==> config.mk <==
export PLATFORM = sky130hd
export DESIGN_NAME = bsal_rem_unit
export DESIGN_NICKNAME = d
export VERILOG_FILES = /design/src/rtl/core/bsal_pkg.sv /design/src/rtl/core/bsal_rem_unit.sv
export SDC_FILE = /design/constraint.sdc
export NUM_CORES = 1
export LEC_CHECK = 0
export BUFFER_PORTS_ARGS = -buffer_cell sky130_fd_sc_hd__buf_2
export CAP_MARGIN = 20
export CORE_ASPECT_RATIO = 1.2
export CORE_MARGIN = 1
export CORE_UTILIZATION = 36
export CTS_CLUSTER_DIAMETER = 120
export DETAILED_ROUTE_END_ITERATION = 10
export GPL_TIMING_DRIVEN = 0
export PLACE_DENSITY = 0.67
export SLEW_MARGIN = 25
export SYNTH_ARGS = -nofsm -noshare
export SYNTH_HDL_FRONTEND = slang
export SYNTH_SLANG_ARGS = --single-unit
==> constraint.sdc <==
create_clock -name clk -period 2.3 [get_ports clk]
set_input_delay 0.23 -clock clk [delete_from_list [all_inputs] [get_ports clk]]
set_output_delay 0.23 -clock clk [all_outputs]
set_load 0.01 [all_outputs]
==> src/rtl/core/bsal_pkg.sv <==
// Package: transaction types, codes and constants of the bar-synced audio looper.
`timescale 1ns / 1ps

package bsal_pkg;

    localparam int DEFAULT_MAX_FRAMES = 262144;

    localparam int CFG_INDEX_W = 1;
    localparam int CFG_DATA_W  = 19;

    localparam logic [CFG_INDEX_W-1:0] CFG_MIX           = 1'd0;
    localparam logic [CFG_INDEX_W-1:0] CFG_TARGET_LENGTH = 1'd1;

    localparam logic [16:0] MIX_ONE             = 17'd65536;
    localparam logic [16:0] MIX_RESET           = 17'd65536;
    localparam logic [18:0] TARGET_LENGTH_RESET = 19'd88200;

    localparam int BAR_SHIFT = 18;
    localparam int BAR_W     = 33 - BAR_SHIFT;

    localparam logic [2:0] CMD_NONE    = 3'd0;
    localparam logic [2:0] CMD_RECORD  = 3'd1;
    localparam logic [2:0] CMD_OVERDUB = 3'd2;
    localparam logic [2:0] CMD_PLAY    = 3'd3;
    localparam logic [2:0] CMD_STOP    = 3'd4;

    localparam logic [2:0] MODE_IDLE      = 3'd0;
    localparam logic [2:0] MODE_ARMED     = 3'd1;
    localparam logic [2:0] MODE_RECORDING = 3'd2;
    localparam logic [2:0] MODE_PLAYING   = 3'd3;
    localparam logic [2:0] MODE_OVERDUB   = 3'd4;

    typedef struct packed {
        logic signed [15:0] live_sample;
        logic [31:0]        beat_position;
        logic [2:0]         command;
    } in_item_t;

    typedef struct packed {
        logic signed [15:0] out_sample;
        logic [2:0]         mode;
        logic               loop_present;
    } out_item_t;

endpackage

==> src/rtl/core/bsal_rem_unit.sv <==
// Iterative restoring remainder unit, one dividend bit per cycle.
`timescale 1ns / 1ps

module bsal_rem_unit
    import bsal_pkg::*;
#(
    parameter int W = $clog2(DEFAULT_MAX_FRAMES + 1)
)
(
    input  logic         clk,
    input  logic         rst_n,
    input  logic         start,
    input  logic [W-1:0] dividend,
    input  logic [W-1:0] divisor,
    output logic         done,
    output logic [W-1:0] remainder
);

    localparam int CW = $clog2(W + 1);

    logic [CW-1:0] cnt_reg, cnt_next;
    logic          busy_reg, busy_next;
    logic          done_reg, done_next;
    logic [W-1:0]  rem_reg, rem_next;
    logic [W-1:0]  dq_reg, dq_next;
    logic [W-1:0]  dv_reg, dv_next;
    logic [W:0]    trial;

    always_comb
    begin
        trial     = {rem_reg, dq_reg[W-1]};
        cnt_next  = cnt_reg;
        busy_next = busy_reg;
        done_next = 1'b0;
        rem_next  = rem_reg;
        dq_next   = dq_reg;
        dv_next   = dv_reg;
        if (start)
        begin
            busy_next = 1'b1;
            cnt_next  = CW'(W);
            rem_next  = '0;
            dq_next   = dividend;
            dv_next   = divisor;
        end
        else if (busy_reg)
        begin
            if (trial >= {1'b0, dv_reg})
            begin
                rem_next = W'(trial - {1'b0, dv_reg});
            end
            else
            begin
                rem_next = trial[W-1:0];
            end
            dq_next  = {dq_reg[W-2:0], 1'b0};
            cnt_next = cnt_reg - CW'(1);
            if (cnt_reg == CW'(1))
            begin
                busy_next = 1'b0;
                done_next = 1'b1;
            end
        end
    end

    always_ff @(posedge clk or negedge rst_n)
    begin
        if (!rst_n)
        begin
            cnt_reg  <= '0;
            busy_reg <= 1'b0;
            done_reg <= 1'b0;
        end
        else
        begin
            cnt_reg  <= cnt_next;
            busy_reg <= busy_next;
            done_reg <= done_next;
        end
    end

    always_ff @(posedge clk)
    begin
        rem_reg <= rem_next;
        dq_reg  <= dq_next;
        dv_reg  <= dv_next;
    end

    assign done      = done_reg;
    assign remainder = rem_reg;

endmodule

Yosys cells after proc, flatten, opt, wreduce, memory -nomap -nowiden
Index checks and enable logic that the tools add are counted.
- logic and storage cells: 22
- output and inout port bits: 20
- input port bits: 41
- register bits: 64
- equal/unequal tests: 1
- reduce and logical (&&, ||, !) cells: 1
- $add $sub $neg: 2
- multiplexer cells: 11
- order comparisons: 1
- operator list (operator ; count):
    $mux W19 ; 3
    $ge A20 B19 Y1 ; 1
    $sub A19 B19 Y19 ; 1
    $mux W5 ; 2
    $mux W1 ; 6
    $eq A5 B1 Y1 const B ; 1
    $sub A5 B1 Y5 const B ; 1
    $reduce_bool A2 Y1 ; 1

Depth between registers and ports, before layout
Gate-level depths: netlist (run 1).
- depth after elaboration: 4
- mapped depth: 11
- mapped depth without buffers: 9

Least setup slack after synthesis (run 1)
OpenSTA, ideal clock, no wires.
- kind: flip-flop to flip-flop
- from: reg dq_reg[18]
- to: reg rem_reg[0] (netlist: remainder[0])
- stages on the path, launching flop included: 11
- path slack: -0.136 ns
- path buffers: 1
- required time: 2.220 ns
- arrival time: 2.356 ns
- clock period less this slack: 2.436 ns
- setup time: 0.080 ns
- cell sequence: edfxtp_1 > inv_1 > ha_1 > fa_1 > nand2b_1 > a21oi_1 > o211ai_2 > a31o_1 > buf_6 > mux2_4 > a211oi_2
- longest elaborated chain between the ends: 2
- elaborated cells between the ends (all ways): 3
- classes of those cells: add/sub (1); order compare (1); mux (1)
- ends and longest elaborated chain (element ; line ; RTL):
    from (decl) ; bsal_rem_unit.sv:25 ; logic [W-1:0] dq_reg, dq_next;
    from (signal assigned) ; bsal_rem_unit.sv:85 ; dq_reg <= dq_next;
    $sub A19 B19 Y19 or $ge A20 B19 Y1 (tied branches) ; bsal_rem_unit.sv:50, bsal_rem_unit.sv:48 ;
    $mux W19 (*) ; bsal_rem_unit.sv:48 ; if (trial >= {1'b0, dv_reg})
    to (signal assigned) ; bsal_rem_unit.sv:84 ; rem_reg <= rem_next;
    to (decl) ; bsal_rem_unit.sv:24 ; logic [W-1:0] rem_reg, rem_next;
Mark *: on every way between the ends. The rest lies on a longest branch, timed or not.
A chain may end at the register's enable or synchronous reset.

Final worst setup path (run 1)
- from: reg dv_reg[17]
- to: reg rem_reg[0] (netlist: remainder[0])
- longest elaborated chain between the ends: 2
- ends and longest elaborated chain (element ; line ; RTL):
    from (decl) ; bsal_rem_unit.sv:26 ; logic [W-1:0] dv_reg, dv_next;
    from (signal assigned) ; bsal_rem_unit.sv:86 ; dv_reg <= dv_next;
    $ge A20 B19 Y1 ; bsal_rem_unit.sv:48 ;
    $mux W19 ; bsal_rem_unit.sv:48 ;
Every way passes these cells.

==> key figures, run 1 <==
Status
  • Status: complete, but fails checks
  • Failing checks: setup timing

Timing
  • Final min period: about 2.3 ns
  • Max_slew headroom: between 40% and 50%
  • Period utilisation layout: 100%
  • RSZ-0062 raised after global routing: true
  • Final hold vios: 0
  • Hold_ws: about 0.059 ns
  • Max-slew violations: 0
  • Max Fclk: between 400 and 500 MHz
  • Worst setup margin: -0.00228 ns
  • Final setup fails: 1
  • Slew @ Worst Pin: around 0.82 ns
  • Clock skew: between 0.01 and 0.015 ns

Placement
  • Gpl congestion: ~0.9
  • PortBufs: 60
  • Placed Cells: 550
  • Hpwl dp: 6420 µm
  • DP Area: roughly 4200 µm²

Setup path
  • Worst setup EP type: register
  • FF-to-FF End: remainder[0]
  • Worst Path Required: 2.56 ns
  • Startpoint Class: register
  • R2r setup slk: -0.002 ns
  • Reg2reg path depth: 9
  • Worst R2R Start: dv_reg[17]
  • CP delay by family, top: compound AO/OA/AOI/OAI gates
  • CP Cell Sequence: inv_2 -> ha_4 -> a21o_1 -> a211o_1 -> a21oi_2 -> a31o_1 -> buf_6 -> mux2_4 -> a211oi_2
  • Buf+Inv Stages, Crit Path: 2
  • CP arrival: 2.56 ns
  • Crit path largest cell delay: 0.38 ns
  • Crit Path Class: reg2reg
  • Slowest CP cell: edfxtp_1
  • CP Max Fanout: 7

Global routing
  • Grt ovf: 0
  • GRT Total Usage: 18.2%
  • Initial antenna violation count: 0
  • First-pass GRT wire length: around 15000 µm
  • Largest net degree at the start of global routing: 21
  • Vias in the first global route: about 3100

Yosys
  • Avg Synthesized Cell Area: about 10 µm²
  • Compound-Gate Fraction of Synth Area: between 20% and 30%
  • Multiplexer share of the synthesized area: 6.12%
  • Share of flip-flops with an asynchronous set or reset: a little over a tenth
  • Number of synthesis warnings: 0
  • Synth Flop Type: edfxtp_1
  • Post-synth EDFFs: 38
  • Syn nets: 427
  • Mapped cell area: 3720 µm²
  • Seq/Total Area, Yosys: 45.6%
  • Yosys cell types: 66
  • Largest family of logic cells by synthesized area: compound AO/OA/AOI/OAI gates
  • Top cells by area, synth: edfxtp_1 (31%), dfxtp_1 (10%), ha_1 (7.1%), mux2_2 (5.5%), dfrtp_1 (4.7%)
  • Synth Area in XOR/XNOR: under 10%
  • Share of the synthesized area in the top cell type: between 30% and 40%
  • #FFs+latches synth: 64
  • Post-synthesis simple-gate area fraction: roughly an eighth
  • Adder-cell area share of the yosys netlist: 7.60%
  • Mapped Cells: between 300 and 400
  • Synth area leader: edfxtp_1

Floorplanning
  • Core area: 10000 µm²
  • Initial Utilization: a little under two fifths
  • Die height: 113 µm
  • Rows: 40
  • Die width: approximately 95 µm
  • Die area: approximately 11000 µm²
  • # IOs: 61

Drt
  • Wirelength per Cell: ~16 µm
  • Top Layer Used: met4
  • Met1 Wirelength: around 4000 µm
  • TritonRoute pass-1 iters: 4
  • Met3 WL: 446 µm
  • Via-to-Cell Ratio: approximately 5.3
  • First-iteration detailed-routing DRC count: 183
  • DRC viols: 0
  • Drt total wl: about 9100 µm
  • Met2 routed WL: approximately 4400 µm
  • Via Count: just over 3000
  • Antenna viol nets, final: 0

Finish
  • Antenna cells: 0
  • Area grow syn2layout: 30.2%
  • Fillers: between 900 and 1000
  • Commonest non-fill, non-tap cell in the layout: buf_2
  • Final instance area: just under 5000 µm²
  • Share of cells above drive strength 1: about 34%
  • Nets: around 500
  • Multi-input gate area: between 2000 and 2500 µm²
  • Register area: 1700 µm²
  • Most frequent cells in the layout: buf_2 (61), edfxtp_1 (38), nand2_1 (37), nor2_1 (27), inv_1 (26)
  • Final Non-Filler Cells: about 580

Power and ir drop
  • P_leak: around 2.1 nW
  • Maximum vdd drop: 258 µV
  • Power Dens Cells: approximately 680 nW/µm²

Hold path
  • Hold Path End: dv_reg[16]
  • Hold Path Stages: 1
  • Worst min path class: in2reg
  • Hold Startpoint: divisor[16]

Clocking
  • TritonCTS clock tree: built
  • CTS H-tree depth: 3
  • Clock sink count: 64
  • Clock insertion delay at the later pin of the skew report: about 0.35 ns
  • CTS root buffer: clkbuf_16
  • CTS buffer count: 9
  • Clk buf depth: 2
  • Clk slew on worst S/H paths: around 0.06 ns

Job
  • Total of max-cap violations: 0
-- worst reg2reg max path: stages (launching register included) --
cell and delay, ns:
edfxtp_1 0.38, inv_2 0.08, ha_4 0.21, a21o_1 0.17, a211o_1 0.36, a21oi_2 0.21
a31o_1 0.18, buf_6 0.15, mux2_4 0.31, a211oi_2 0.16
-- synthesized netlist by cell type (all sizes together) (3+ instances only) --
cell type / instances
nand2: 43
o31ai: 4
a21o: 8
a21oi: 25
nand3: 5
o21ai: 18
a211oi: 3
nor2: 28
buf: 8
xnor2: 10
dfxtp: 19
ha: 21
mux2: 19
a31oi: 8
edfxtp: 38
o211ai: 5
clkbuf: 5
dfrtp: 7
xor2: 3
nor3: 3
o311ai: 3
nand2b: 8
a311oi: 9
inv: 28
-- power by group --
group / switching [mW] / internal [mW]
Sequential: 0.0346 / 1.30
Clock: 0.554 / 0.959
Combinational: 0.229 / 0.195
Total: 0.818 / 2.45
-- layer usage --
layer,GRT usage [%],vias up
met5,0,-
met2,30.2,80
met4,7.58,0
met1,21.8,1437
li1,-,1508
met3,5.51,19
-- how the worst max path moves through the flow --
stage | startpoint | end | slack [ns] | cells after the start
2_1_floorplan | dq_reg[18] | remainder[0] | 0.02 | 10
3_3_place_gp | dq_reg[18] | remainder[4] | -0.33 | 10
3_5_place_dp | dq_reg[18] | remainder[4] | -0.31 | 10
4_1_cts | dv_reg[0] | remainder[0] | -0.01 | 9
5_1_grt | dv_reg[0] | remainder[18] | -0.13 | 10
6_report | dv_reg[17] | remainder[0] | -0.002 | 9
-- cell families (layout without fill, tap and decap cells) --
logic type / after synthesis / after routing
compound gates: 103 / 103
simple gates: 101 / 101
buf+inv: 41 / 130
flops: 64 / 64
fa+ha+maj: 22 / 22
xor+xnor: 13 / 13
mux: 20 / 20
-- layout make-up --
type / count / share of cell area [%]
Multi-Input combinational cell: 259 / 42.1
Sequential cell: 64 / 35.1
Timing Repair Buffer: 73 / 8.97
Clock buffer: 9 / 4.65
Tap cell: 126 / 3.26
Inverter: 28 / 2.17
Clock inverter: 7 / 2.12
Buffer: 13 / 1.65
-- per-stage QoR --
| stage | utilization, % | setup TNS (ns) | setup WS, ns | power, mW |
|---|---|---|---|---|
| floorplan | - | 0 | 0.0151 | 1.61 |
| global placement | 42.0 | -3.17 | -0.334 | 1.72 |
| detailed placement | 42.0 | -3.22 | -0.312 | 1.73 |
| CTS | 46.9 | -0.0168 | -0.0106 | 3.28 |
| global route | 48.4 | -0.866 | -0.135 | 3.41 |
| finish | 48.4 | -0.00228 | -0.00228 | 3.27 |
-- timing repair --
action | 4_1_cts | 5_1_grt
resized for setup | 17 | 27
hold buffers | 1 | 0
endpoints found under the setup margin | 19 | 17
buffers inserted | 7 | 4
pin swaps | 5 | 16
gates cloned | 0 | 1
hold endpoints to repair | 7 | 0
Power figures use the tool's default switching activity.
==> run 2: changes to the inputs <==
--- a/config.mk
+++ b/config.mk
@@ -10,6 +10,7 @@
 export CORE_ASPECT_RATIO = 1.2
 export CORE_MARGIN = 1
 export CORE_UTILIZATION = 36
+export CTS_BUF_LIST = sky130_fd_sc_hd__clkbuf_4
 export CTS_CLUSTER_DIAMETER = 120
 export DETAILED_ROUTE_END_ITERATION = 10
 export GPL_TIMING_DRIVEN = 0
==> run 2 against run 1 <==
Effect of this change: die area unchanged; wire length increased by 1.7%; setup slack got worse by 0.0034 ns; flip-flop and latch count unchanged; utilization increased by 1.0 points; sequential power about the same; clock skew increased by 0.018 ns; combinational power increased by 11%; maximum frequency decreased by 0.15%; highest routed layer unchanged; clock power decreased by 38%; the run still ends with setup timing left.
==> key figures, run 2 (synthesis gave the netlist of run 1 again) <==
Clocking
  • CTS root buffer: clkbuf_4
  • TritonCTS clock tree: built
  • Clock sink count: 64
  • Clk slew on worst S/H paths: 0.13 ns
  • CTS buffer count: 9
  • CTS H-tree depth: 3
  • Clock insertion delay at the later pin of the skew report: between 0.4 and 0.5 ns
  • Clk buf depth: 2

Drt
  • Antenna viol nets, final: 0
  • Drt total wl: 9280 µm
  • TritonRoute pass-1 iters: 5
  • Via Count: 3140
  • First-iteration detailed-routing DRC count: 132
  • DRC viols: 0
  • Wirelength per Cell: approximately 15 µm
  • Via-to-Cell Ratio: approximately 5.2

Setup path
  • Startpoint Class: register
  • CP Cell Sequence: ha_4 -> fa_2 -> nand2b_4 -> a21oi_4 -> o211ai_4 -> a31o_1 -> buf_6 -> mux2_4 -> a211oi_2
  • CP arrival: roughly 2.7 ns
  • Buf+Inv Stages, Crit Path: 1
  • CP delay by family, top: compound AO/OA/AOI/OAI gates
  • Crit Path Class: reg2reg
  • CP Max Fanout: 6
  • Worst R2R Start: dv_reg[0]
  • Worst Path Required: roughly 2.7 ns
  • R2r setup slk: -0.006 ns
  • Reg2reg path depth: 9
  • Slowest CP cell: edfxtp_1
  • FF-to-FF End: remainder[0]
  • Worst setup EP type: register
  • Crit path largest cell delay: between 0.4 and 0.5 ns

Finish
  • Area grow syn2layout: 33.0%
  • Final instance area: between 4000 and 5000 µm²
  • Nets: ~530
  • Most frequent cells in the layout: buf_2 (60), edfxtp_1 (38), nand2_1 (34), nor2_1 (27), inv_1 (26)
  • Commonest non-fill, non-tap cell in the layout: buf_2
  • Share of cells above drive strength 1: approximately 36%
  • Final Non-Filler Cells: 603

Timing
  • Final setup fails: 1
  • Final hold vios: 0
  • Worst setup margin: -0.00571 ns
  • Slew @ Worst Pin: ~0.77 ns
  • Final min period: between 2 and 2.5 ns
  • RSZ-0062 raised after global routing: true
  • Period utilisation layout: 100%
  • Max-slew violations: 0
  • Max_slew headroom: around 48%
  • Max Fclk: around 430 MHz
  • Clock skew: about 0.030 ns

Power and ir drop
  • Comb pwr share: between 10% and 20%
  • Overall Power: 2.74 mW
  • P_leak: 2.07 nW
  • Reg power frac: 48.6%
  • Switching Share: 28.0%
  • Int Power: 1.98 mW
  • Maximum vdd drop: 293 µV
  • Power Dens Cells: 555 nW/µm²
  • Clock network power share: 34.3%
  • Psw: around 0.77 mW

Placement
  • Hpwl dp: around 6400 µm
  • DP Area: approximately 4200 µm²
  • Setup WS pre-CTS: -0.312 ns
  • Gpl congestion: 0.898
  • PortBufs: 60
  • Placed Cells: 550

Hold path
  • Hold Startpoint: dividend[0]
  • Hold Path Stages: 2
  • Hold Path End: dq_reg[0]
  • Worst min path class: in2reg

Status
  • Failing checks: setup timing
  • Status: complete, but fails checks

Floorplanning
  • # IOs: slightly above 60
  • Die height: 113 µm
  • Rows: 40
  • Die width: 94.8 µm
  • Die area: 10700 µm²
  • Initial Utilization: between 30 and 40%
  • Core area: 10000 µm²

Global routing
  • GRT Total Usage: 18.4%
  • Initial antenna violation count: 0
  • Grt ovf: 0
  • Vias in the first global route: 3146
  • First-pass GRT wire length: between 10000 and 15000 µm
  • Largest net degree at the start of global routing: 21

Job
  • Total of max-cap violations: 0
-- run 2: worst max path at each step --
stage             startpoint      endpoint  slack [ns]  cells after the start
6_report           dv_reg[0]  remainder[0]      -0.006                      9
4_1_cts            dv_reg[0]  remainder[0]       -0.03                      9
3_3_place_gp      dq_reg[18]  remainder[4]       -0.33                     10
5_1_grt        remainder[12]  remainder[0]       -0.09                      9
2_1_floorplan     dq_reg[18]  remainder[0]        0.02                     10
3_5_place_dp      dq_reg[18]  remainder[4]       -0.31                     10
-- run 2: area by class of cell --
type / count / area, µm²
Fill cell: 927 / 5060
Multi-Input combinational cell: 259 / 2090
Sequential cell: 64 / 1700
Timing Repair Buffer: 96 / 636
Tap cell: 126 / 158
Inverter: 28 / 105
Clock inverter: 7 / 103
Buffer: 13 / 86.3
Clock buffer: 9 / 67.6
Antenna cell: 1 / 2.50
-- run 2: what timing repair did --
| action | in CTS | in global routing |
|---|---|---|
| pin swaps | 8 | 23 |
| endpoints found under the setup margin | 19 | 17 |
| setup buffers | 10 | 6 |
| hold buffers | 20 | 0 |
| endpoints found under the hold margin | 26 | 0 |
| resized for setup | 28 | 33 |
-- run 2: per-stage QoR --
| stage | hold slack (ns) | setup TNS [ns] | utilization [%] |
|---|---|---|---|
| 3_5_place_dp | 0.0715 | -3.22 | 42.0 |
| 2_1_floorplan | -0.0656 | 0 | - |
| 5_1_grt | 0.0111 | -0.815 | 49.4 |
| 3_3_place_gp | 0.0684 | -3.17 | 42.0 |
| 4_1_cts | 0.0235 | -0.0287 | 47.8 |
| 6_report | 0.0362 | -0.00571 | 49.4 |
-- run 2: metal layers --
| metal | routed length [µm] | vias up | global-route usage, % |
|---|---|---|---|
| met5 | 0 | - | 0 |
| met4 | 225 | 0 | 8.79 |
| met3 | 407 | 18 | 3.90 |
| met2 | 4530 | 73 | 30.4 |
| met1 | 4110 | 1491 | 22.5 |
| li1 | - | 1558 | - |
-- run 2: power groups by stage --
stage / Clock (mW) / Combinational [mW] / Sequential [mW]
2_1_floorplan: 0 / 0.264 / 1.35
3_3_place_gp: 0 / 0.365 / 1.35
3_5_place_dp: 0 / 0.374 / 1.36
4_1_cts: 0.964 / 0.437 / 1.33
5_1_grt: 1.01 / 0.519 / 1.34
6_report: 0.943 / 0.469 / 1.33
